==> config.mk <==
export PLATFORM = sky130hd
export DESIGN_NAME = ips_cmd_fifo
export DESIGN_NICKNAME = d
export VERILOG_FILES = /design/src/rtl/core/ips_pkg.sv /design/src/rtl/core/ips_cmd_fifo.sv
export SDC_FILE = /design/constraint.sdc
export NUM_CORES = 1
export LEC_CHECK = 0
export ABC_AREA = 0
export BUFFER_PORTS_ARGS = -buffer_cell sky130_fd_sc_hd__buf_2
export CAP_MARGIN = 20
export CORE_MARGIN = 10
export CORE_UTILIZATION = 45
export DETAILED_ROUTE_END_ITERATION = 8
export PLACE_DENSITY = 0.7
export SLEW_MARGIN = 15
export SYNTH_ARGS = -nofsm -noshare
export SYNTH_HDL_FRONTEND = slang
export SYNTH_SLANG_ARGS = --single-unit
==> constraint.sdc <==
create_clock -name clk -period 5.6 [get_ports clk]
set_input_delay 0.84 -clock clk [delete_from_list [all_inputs] [get_ports clk]]
set_output_delay 0.84 -clock clk [all_outputs]
set_load 0.005 [all_outputs]
==> src/rtl/core/ips_pkg.sv <==
`timescale 1ns / 1ps
// Shared types and constants for the indexed priority server.
package ips_pkg;

  localparam int KIND_W    = 2;
  localparam int ID_W      = 6;
  localparam int AMOUNT_W  = 16;
  localparam int STAMP_W   = 32;
  localparam int S_TDATA_W = 24;  // entry_id + amount, padded to bytes
  localparam int M_TDATA_W = 8;   // served_id, padded to a byte

  typedef enum logic [KIND_W-1:0] {
    OP_ARRIVE = 2'd0,
    OP_RAISE  = 2'd1,
    OP_LEAVE  = 2'd2,
    OP_SERVE  = 2'd3
  } op_t;

  typedef struct packed {
    op_t                 op;
    logic [ID_W-1:0]     id;
    logic [AMOUNT_W-1:0] amount;
  } cmd_t;

  typedef enum logic [2:0] {
    ST_IDLE,
    ST_RAISE,
    ST_SCAN,
    ST_SCAN_END,
    ST_FINISH
  } state_t;

endpackage

==> src/rtl/core/ips_cmd_fifo.sv <==
`timescale 1ns / 1ps
// Two-entry command queue between front end and execution back end.
module ips_cmd_fifo
  import ips_pkg::*;
(
  input  logic clk,
  input  logic rst,
  input  logic push,
  input  cmd_t push_cmd,
  output logic full,
  input  logic pop,
  output cmd_t head,
  output logic empty
);

  cmd_t       slots [2];
  logic       wr_ptr;
  logic       rd_ptr;
  logic [1:0] count;

  always_ff @(posedge clk) begin
    if (push) begin
      slots[wr_ptr] <= push_cmd;
    end
  end

  always_ff @(posedge clk) begin
    if (rst) begin
      wr_ptr <= 1'b0;
      rd_ptr <= 1'b0;
      count  <= 2'd0;
    end else begin
      if (push) begin
        wr_ptr <= !wr_ptr;
      end
      if (pop) begin
        rd_ptr <= !rd_ptr;
      end
      count <= count + 2'(push) - 2'(pop);
    end
  end

  assign head  = slots[rd_ptr];
  assign full  = count == 2'd2;
  assign empty = count == 2'd0;

endmodule

**Word-level counts from Yosys, hierarchy flattened**

Memory sizes are Yosys's and may differ from the RTL's. A register that Yosys moved wholly into a read port is not among the register bits.
Index checks and enable logic that the tools add are counted.

- Equality and inequality tests: 1
- $add $sub $neg: 2
- Reductions and logical operators: 3
- Muxes and demuxes: 4

Operators with widths:

| operator | count |
|---|---|
| $mux W1 | 4 |
| $add A2 B1 Y2 | 1 |
| $eq A2 B2 Y1 const B | 1 |
| $logic_not A1 Y1 | 2 |
| $logic_not A2 Y1 | 1 |
| $sub A2 B1 Y2 | 1 |

- RAM bits: 48
- Memories kept: 1
- Bits of input ports: 28
- Register bits after elaboration: 4
- Output and inout bits: 26

Memories:

| memory | depth | width | rd ports | clocked after memory_dff | write ports | RTL line | RTL |
|---|---|---|---|---|---|---|---|
| slots | 2 | 24 | 1 | 1 | 1 | ips_cmd_fifo.sv:16 | `cmd_t slots [2];` |

**Logic depth before layout (Yosys ltp)**

Gate-level depths: netlist (run 1).

- Word-level depth: 3
- Mapped depth: 6
- Mapped depth without buffers: 6

**Worst setup path after synthesis (run 1)**

Ideal clock, no wire load.

- Kind: input to register
- From: in push
- To: mem slots[0][0] (netlist bit) (enable)
- Setup slack: 3.246 ns
- Library setup time: 0.408 ns
- Data arrival time: 1.946 ns
- Cell stages on the path: 1
- Path through: nor2b_1

- Word-level cells in the longest chain between the ends: 2

RTL lines:

| element | RTL line | RTL |
|---|---|---|
| start: declaration | ips_cmd_fifo.sv:8 | `input logic push,` |
| $mux W1 | ips_cmd_fifo.sv:22 | `if (push) begin` |
| $mux W1 (implied by the code) | ips_cmd_fifo.sv:23 | `slots[wr_ptr] <= push_cmd;` |
| end: declaration | ips_cmd_fifo.sv:16 |  |

Every way passes these cells.

==> reports/results.ini, run 1 <==
[synth]
yosys.area.top_type=edfxtp_1
synth_fp_nets=126
synthFlopType=edfxtp_1
yosys-top-cells-area=edfxtp_1 (70%), mux2_4 (15%), dfxtp_1 (4.9%)
yosysWarnings=0
ys_seq_elements=53
synth_common_cells=edfxtp_1 (48), mux2_4 (20), dfxtp_1 (5), nor2_1 (5), mux2_2 (4)
synth_cell_types=13
async_flop_share_pct=0
synth_top_area_share_pct=70.2
ys_seq_area_share_pct=75.0
synth_area_um2=2050
synth_edf_count=48
syn_inst=96
syn-mean-instance-area_um2=21.4
yosysMostFrequentCell=edfxtp_1

[sta]
fin_skew_ns=0.00693
setup_tns_ns=0
tightest_slew_ns=0.423
finalSetupViolations=0
slew_headroom_pct=71.8
report.final.slew_viol_count=0
final-hold-violation-count=0
post-route-period-util_pct=45.2
fmax_ghz=0.395
rsz0062_at_grt=false
min_period_ns=2.53

[final_layout]
fillers=366
layout.nets=186
num_antenna_cells=0
final_util_pct=56.2
area_growth_pct=19.9
final_area_um2=2460
final_layout_size_suffix_gt1_share_pct=55.4

[setup_path]
max_stage_delay_ns=0.48
crit_arrival_ns=1.69
crit_fanout=20
crit_required_ns=4.76
crit_chain=buf_4 -> mux2_2 -> buf_2
crit_type=reg2out
critPathLaunchType=register
cp_top_family=buffers and inverters
crit_slowest_cell=dfxtp_1
end_kind=output port
crit_buf_inv=2

[drt]
via_per_inst=4.78
drc_errors=0
dr.pass1.iters=4
drt_iter0_markers=77
wl_per_cell_um=17.2
vias=999
detail_route.wirelength_mm=3.59
final_antenna_net_count=0

[clocking]
clock_sinks=53
cts_root_buf=clkbuf_8
clk_pin_slew_ns=0.08
post_cts.repair.setup_buffers=0
clk_latency_ns=0.29
hold_buffers=0
cts_resized=0
h-tree-depth=2
cts_tree=built
clockBufferDepth=2
numCtsBuffers=5

[die]
core_um2=4380
initial_core_util_pct=46.9
num_rows=24
die_area_um2=7670
io_pins=54
die_x_um=87.6
dieHeight_um=87.6

[global_route]
antenna_found_initial=0
overflow=0
grt_pass1_wl_mm=5.66
grt_max_degree=25
grt_pass1_vias=1166
gr-usage-all-layers_pct=9.53

[power_and_ir_drop]
cellPowerDensity_nw_per_um2=319
p_leak_nw=0.987
peakVddDrop_uv=216

[placed_design]
postPlaceCellArea_um2=2350
hpwl_mm=2.68
gp_congestion=0.652
port_buffers=53

[hold_path]
hp-class=reg2reg

[status]
status=complete, no violations

[flow_run]
drv_cap=0

-- through the flow --
stage	setup slack [ns]	cells	total power, mW	hold slack [ns]
floorplan	3.25	96	0.551	0.480
global placement	3.37	200	0.588	0.501
detailed placement	3.33	200	0.594	0.502
CTS	3.04	208	0.793	0.528
global route	2.99	209	0.820	0.563
finish	3.07	209	0.785	0.530
-- cells by family (layout without fill, tap and decap cells) --
| group | after synthesis | after routing | share of synthesized area, % |
|---|---|---|---|
| xor gates and xnor gates | 3 | 3 | 1.95 |
| adders and majority gates | 2 | 2 | 1.22 |
| buffers and inverters | 5 | 66 | 2.86 |
| DFF | 53 | 53 | 75.0 |
| muxes | 24 | 24 | 16.8 |
| and+or+nand+nor | 9 | 9 | 2.13 |
-- sequential cells by signal, summed over array words and instances, names as in the netlist, named ones only --
register  flops
slots        48
count         2
rd_ptr        1
wr_ptr        1
-- final timing paths --
| path | end | startpoint | depth (start not counted) | slack (ns) |
|---|---|---|---|---|
| setup reg to reg | count[1] | count[0] | 6 | 4.24 |
| hold / removal | register | rd_ptr | 2 | 0.53 |
| setup / recovery | head[1] | register | 3 | 3.07 |
| hold reg to reg | register | rd_ptr | 2 | 0.53 |
-- layer usage --
metal / wire, um / vias to the layer above / track usage [%]
li1: - / 481 / -
met2: 1930 / 31 / 16.4
met1: 1410 / 487 / 10.1
met5: 0 / - / 0
met4: 0 / 0 / 3.91
met3: 252 / 0 / 3.99
-- cell usage in the layout (no fill, tap or decap), drive strengths merged --
master	instances
buf	56
edfxtp	48
mux2	24
clkbuf	7
nor2	5
dfxtp	5
nor2b	3
inv	2
xnor2	2
ha	2
and2	1
xnor3	1
clkinvlp	1
-- worst register-to-register path: cells and delay by family (launching register included) --
| kind | cells | cell delay (ns) |
|---|---|---|
| XOR/XNOR | 1 | 0.37 |
| adder cells (fa/ha/maj) | 2 | 0.40 |
| buffers and inverters | 2 | 0.11 |
| flip-flops | 1 | 0.36 |
| AND/OR/NAND/NOR | 1 | 0.08 |
-- power by group --
| group | total (mW) | switching [mW] | internal [mW] | leakage [nW] |
|---|---|---|---|---|
| registers | 0.471 | 0.0106 | 0.460 | 0.492 |
| clock network | 0.201 | 0.113 | 0.0886 | 0.0385 |
| logic | 0.113 | 0.0472 | 0.0658 | 0.456 |
| total | 0.785 | 0.170 | 0.615 | 0.987 |
-- area by class of cell --
| class | count | area [um2] | share of cell area [%] |
|---|---|---|---|
| Tap cell | 52 | 65.1 | 2.64 |
| Clock buffer | 7 | 76.3 | 3.10 |
| Multi-Input combinational cell | 38 | 457 | 18.5 |
| Clock inverter | 1 | 7.51 | 0.305 |
| Inverter | 2 | 7.51 | 0.305 |
| Sequential cell | 53 | 1540 | 62.6 |
| Timing Repair Buffer | 56 | 308 | 12.5 |
No activity file was read; power rests on OpenSTA's default activity.
==> run 2: changes to the inputs <==
Settings changed: ABC_AREA 0 to 1.
Clock period 5.6 ns to 2.4 ns, I/O delays scaled along.
==> reports/results.ini, run 2 <==
[status]
status=complete, no violations

[hold_path]
min_from=push_cmd[22]
hp-class=in2reg
hold_path_depth=1  ; -1
holdPathEnd=slots[1][22]

[setup_path]
end_kind=output port
r2r-end=slots[1][5]
crit_fanout=13  ; -35%
crit_type=reg2out
r2r_slack_ns=0.95  ; -3.29 ns
critPathLaunchType=register
reg2regPathDepth=3  ; -3
crit_required_ns=2.04  ; -2.72 ns
crit_arrival_ns=1.37  ; -0.32 ns
regToRegStartpoint=wr_ptr

[synth]
yosys.area.top_type=edfxtp_1
synth_xor_area_share_pct=0.425  ; -1.5 points
ys_seq_area_share_pct=74.8  ; -0.27 points
syn_inst=106  ; +10%
synth-compound-area-share_pct=0.243  ; +0.24 points
yosys-top-cells-area=edfxtp_1 (70%), mux2_4 (15%), dfxtp_1 (4.9%)
synth_cell_types=14  ; +1
yosys.area_share.simple_pct=2.67  ; +0.54 points
syn-mean-instance-area_um2=19.5  ; -9.1%
synth_fp_nets=136  ; +7.9%
yosysMostFrequentCell=edfxtp_1
synth_edf_count=48  ; unchanged
synth_area_um2=2060  ; +0.37%
synthFlopType=edfxtp_1
synthAdderAreaFrac_pct=1.21  ; -0.0044 points
ys_seq_elements=53  ; unchanged
yosysWarnings=0  ; unchanged
synth_top_area_share_pct=69.9  ; -0.26 points
synth_top_family_by_area=multiplexers
synth.mux.area_fraction_pct=16.7  ; -0.061 points
async_flop_share_pct=0  ; unchanged
synth_common_cells=edfxtp_1 (48), mux2_4 (20), inv_1 (8), nor2_1 (8), dfxtp_1 (5)

[clocking]
clk_pin_slew_ns=0.08  ; about the same
cts_tree=built
post_cts.repair.setup_buffers=0  ; unchanged
clockBufferDepth=2  ; unchanged
h-tree-depth=2  ; unchanged
clk_latency_ns=0.29  ; about the same
numCtsBuffers=5  ; unchanged
cts_resized=0  ; unchanged
hold_buffers=0  ; unchanged
clock_sinks=53  ; unchanged
cts_root_buf=clkbuf_8

[die]
die_area_um2=7690  ; +0.27%
initial_core_util_pct=47.0  ; +0.17 points
core_um2=4380  ; unchanged
dieHeight_um=87.7  ; +0.14%
io_pins=54  ; unchanged
die_x_um=87.7  ; +0.14%
num_rows=24  ; unchanged

[drt]
final_antenna_net_count=0  ; unchanged
drc_errors=0  ; unchanged
vias=1075  ; +7.6%
detail_route.wirelength_mm=3.96  ; +10%
dr.pass1.iters=4  ; unchanged
wl_per_cell_um=18.0  ; +4.7%
via_per_inst=4.89  ; +2.2%
drt_iter0_markers=84  ; +9.1%

[final_layout]
final_common_cell=buf_2
layout.nets=197  ; +5.9%
multiInputGateArea_um2=442  ; -3.3%
largest_reg_flops=48  ; unchanged
regMostFlops=slots
final_area_um2=2460  ; about the same
final-seq-area_um2=1540  ; unchanged
final_cell_mix=buf_2 (53), edfxtp_1 (48), mux2_4 (20)
final_layout_size_suffix_gt1_share_pct=52.4  ; -3.0 points
fillers=358  ; -2.2%
top_regs=slots (48), count (2)
num_antenna_cells=0  ; unchanged
area_growth_pct=19.5

[sta]
setup_tns_ns=0  ; unchanged
post-route-period-util_pct=72.2
whs_ns=0.250  ; -0.280 ns
finalSetupViolations=0  ; unchanged
slew_headroom_pct=67.0  ; -4.8 points
rsz0062_at_grt=false
tightest_slew_ns=0.494  ; +0.0717 ns
fin_skew_ns=0.00362  ; -0.00331 ns
fmax_ghz=0.577
report.final.slew_viol_count=0  ; unchanged
final-hold-violation-count=0  ; unchanged
min_period_ns=1.73

[global_route]
gr-usage-all-layers_pct=10.1  ; +0.56 points
antenna_found_initial=0  ; unchanged
grt_pass1_wl_mm=5.90  ; +4.3%
overflow=0  ; unchanged
grt_max_degree=25  ; unchanged
grt_pass1_vias=1191  ; +2.1%

[placed_design]
gp_congestion=0.626  ; -4.1%
postPlaceCellArea_um2=2370  ; +0.96%
port_buffers=53  ; unchanged
hpwl_mm=3.03  ; +13%

[flow_run]
drv_cap=0  ; unchanged

[power_and_ir_drop]
peakVddDrop_uv=382  ; +77%
p_leak_nw=1.02  ; +3.3%
cellPowerDensity_nw_per_um2=739  ; +130%

[run 2: changes by cell type in the layout (fill, tap and decap cells not counted), moves of 2 or more]
cell	change
inv_1	+6
nand2_1	+4
buf_4	+2
nor2_1	+2
nor2b_1	-2
[run 2: critical path, stage by stage, from the launching register on]
cell and delay, ns:
dfxtp_1 0.33, buf_4 0.26, mux2_2 0.36, buf_2 0.13
[run 2: power breakdown]
part	switching, mW	internal (mW)
sequential	0.0178	1.06
combinational	0.114	0.130
clock	0.258	0.235
total	0.390	1.43
[run 2: worst max path at each step]
| stage | endpoint | slack (ns) | cells after the start |
|---|---|---|---|
| after floorplan | slots[0][0] | 0.58 | 2 |
| after global placement | slots[1][7] | 0.90 | 4 |
| after detailed placement | slots[1][3] | 0.83 | 4 |
| after CTS | head[0] | 0.64 | 3 |
| after global routing | head[0] | 0.60 | 3 |
| final | head[0] | 0.67 | 3 |
[run 2: layout make-up]
type / instances / area share [%]
well taps: 52 / 2.64
repair buffers: 57 / 12.0
flip-flops and latches: 53 / 62.6
multi-input cells: 42 / 17.9
clock buffers: 8 / 3.66
inverters: 8 / 1.22
[run 2: kinds of logic (layout without fill, tap and decap cells)]
| kind of cell | Yosys count | count (layout) |
|---|---|---|
| buffers and inverters | 11 | 73 |
| flip-flops | 53 | 53 |
| XOR/XNOR | 1 | 1 |
| adder cells (fa/ha/maj) | 2 | 2 |
| multiplexers | 24 | 24 |
| AND/OR/NAND/NOR | 14 | 14 |
| AO/OA/AOI/OAI | 1 | 1 |
[run 2: routing by layer]
layer  vias up  routed length [um]  global-route usage (%)
li1        508                   -                       -
met3         2                 372                    5.39
met5         -                   0                       0
met2        41                2080                    17.1
met4         0                  23                    3.48
met1       524                1480                    10.4
[run 2: per-stage QoR]
step / total power, mW / setup WS [ns] / utilization, % / std cells
after floorplan: 1.25 / 0.579 / - / 106
after CTS: 1.84 / 0.642 / 56.2 / 220
final: 1.82 / 0.668 / 56.2 / 220
after global routing: 1.92 / 0.600 / 56.2 / 220
after detailed placement: 1.35 / 0.834 / 54.1 / 212
after global placement: 1.34 / 0.898 / 54.1 / 212
==> run 3: changes to the inputs <==
Settings changed: PLACE_DENSITY 0.7 to 0.72.
Clock period 2.4 ns to 1.4 ns, I/O delays scaled along.
==> reports/results.ini, run 3 (same netlist as run 2, synthesis figures left out) <==
[die]
dieHeight_um=87.7  ; unchanged
num_rows=24  ; unchanged
io_pins=54  ; unchanged
core_um2=4380  ; unchanged
die_x_um=87.7  ; unchanged
die_area_um2=7690  ; unchanged
initial_core_util_pct=47.0  ; unchanged

[drt]
vias=1064  ; -1.0%
drt_iter0_markers=49  ; -42%
final_antenna_net_count=0  ; unchanged
via_per_inst=4.79  ; -1.9%
wl_per_cell_um=16.6  ; -7.5%
dr.pass1.iters=4  ; unchanged
detail_route.wirelength_mm=3.70  ; -6.7%
drc_errors=0  ; unchanged

[hold_path]
hp-class=in2reg

[global_route]
grt_max_degree=26  ; +4.0%
grt_pass1_wl_mm=5.62  ; -4.7%
grt_pass1_vias=1200  ; +0.76%
antenna_found_initial=0  ; unchanged
overflow=0  ; unchanged
gr-usage-all-layers_pct=9.61  ; -0.48 points

[status]
violations=setup timing
status=finished, violations left

[sta]
finalSetupViolations=24  ; +24
report.final.slew_viol_count=0  ; unchanged
rsz0062_at_grt=true
slew_headroom_pct=85.8  ; +19 points
final-hold-violation-count=0  ; unchanged
setup_ws_ns=-0.0898  ; -0.757 ns
fmax_ghz=0.671
min_period_ns=1.49
fin_skew_ns=0.00647  ; +0.00285 ns
setup_tns_ns=-1.94  ; -1.94 ns
post-route-period-util_pct=106
tightest_slew_ns=0.211  ; -0.283 ns

[final_layout]
final_util_pct=61.1  ; +4.9 points
final_cell_mix=edfxtp_1 (48), buf_2 (34), mux2_4 (24)
regMostFlops=slots
num_antenna_cells=0  ; unchanged
area_growth_pct=29.9
fillers=346  ; -3.4%
final_layout_size_suffix_gt1_share_pct=53.5  ; +1.1 points
layout.nets=199  ; +1.0%
largest_reg_flops=48  ; unchanged
final_common_cell=edfxtp_1
fin_cells=222  ; +0.91%
top_regs=slots (48), count (2)

[setup_path]
crit_arrival_ns=1.28  ; -0.09 ns
end_kind=output port
crit_required_ns=1.19  ; -0.85 ns
critPathLaunchType=register
crit_fanout=5  ; -8
crit_type=reg2out

[clocking]
clock_sinks=53  ; unchanged
clockBufferDepth=2  ; unchanged
clk_latency_ns=0.30  ; about the same
cts_tree=built
cts_root_buf=clkbuf_8
clk_pin_slew_ns=0.09  ; about the same
h-tree-depth=2  ; unchanged
numCtsBuffers=5  ; unchanged

[power_and_ir_drop]
total_power_mw=3.36  ; +85%
p_leak_nw=1.11  ; +8.5%
peakVddDrop_uv=694  ; +82%
cellPowerDensity_nw_per_um2=1260  ; +70%

[placed_design]
hpwl_mm=2.71  ; -11%
place_inst=213  ; +0.47%
gp_congestion=0.625  ; -0.19%
port_buffers=53  ; unchanged

[flow_run]
drv_cap=0  ; unchanged

-- run 3: changes by cell type in the layout (fill, tap and decap cells not counted), sizes merged --
cell	change
bufinv	+1
buf	+2
clkbuf	-2
clkinv	+1
-- run 3: repair_timing --
item                       4_1_cts  5_1_grt
gates resized for setup         24        7
gates cloned                     1        0
hold buffers                     0        0
pin swaps                        0        0
buffers inserted                 0        0
setup endpoints to repair       24       24
-- run 3: where the power goes --
part           total [mW]  internal [mW]  switching [mW]  leakage (nW)
Sequential           1.86           1.82          0.0327         0.493
Combinational       0.530          0.319           0.211         0.560
Clock               0.975          0.528           0.447        0.0528
Total                3.36           2.67           0.691          1.11
-- run 3: worst paths after layout --
path	from	endpoint	slack (ns)	cells past startpoint
worst min register to register	rd_ptr	register	0.53	2
worst max-delay path	register	head[14]	-0.09	3
worst max register to register	count[0]	count[1]	0.17	7
worst min-delay path	push_cmd[18]	slots[0][18]	0.1	1
-- run 3: through the flow --
step	instance area [um2]	hold WS [ns]	setup WS (ns)
CTS	2640	0.0832	-0.110
global placement	2410	0.397	0.178
detailed placement	2410	0.402	0.152
finish	2680	0.0951	-0.0898
floorplan	2060	0.281	0.0346
global route	2680	0.0694	-0.148
-- run 3: layer usage --
metal / vias up / GRT usage [%] / routed length (um)
li1: 514 / - / -
met2: 33 / 16.3 / 1950
met3: 5 / 5.20 / 299
met5: - / 0 / 0
met4: 0 / 3.62 / 48
met1: 512 / 9.78 / 1400
-- run 3: cell type report --
cell class / instances / area (um2) / share of cell area, %
sequential: 53 / 1550 / 57.7
timing repair buffer: 59 / 474 / 17.7
inverter: 8 / 30.0 / 1.12
tap: 52 / 65.1 / 2.43
clock buffer: 6 / 72.6 / 2.71
multi-input combinational: 42 / 457 / 17.1
clock inverter: 2 / 33.8 / 1.26
-- run 3: worst max-delay path, cell delays in order (launching register included) --
cell and delay, ns:
dfxtp_4 0.39, buf_4 0.17, mux2_4 0.30, buf_2 0.13
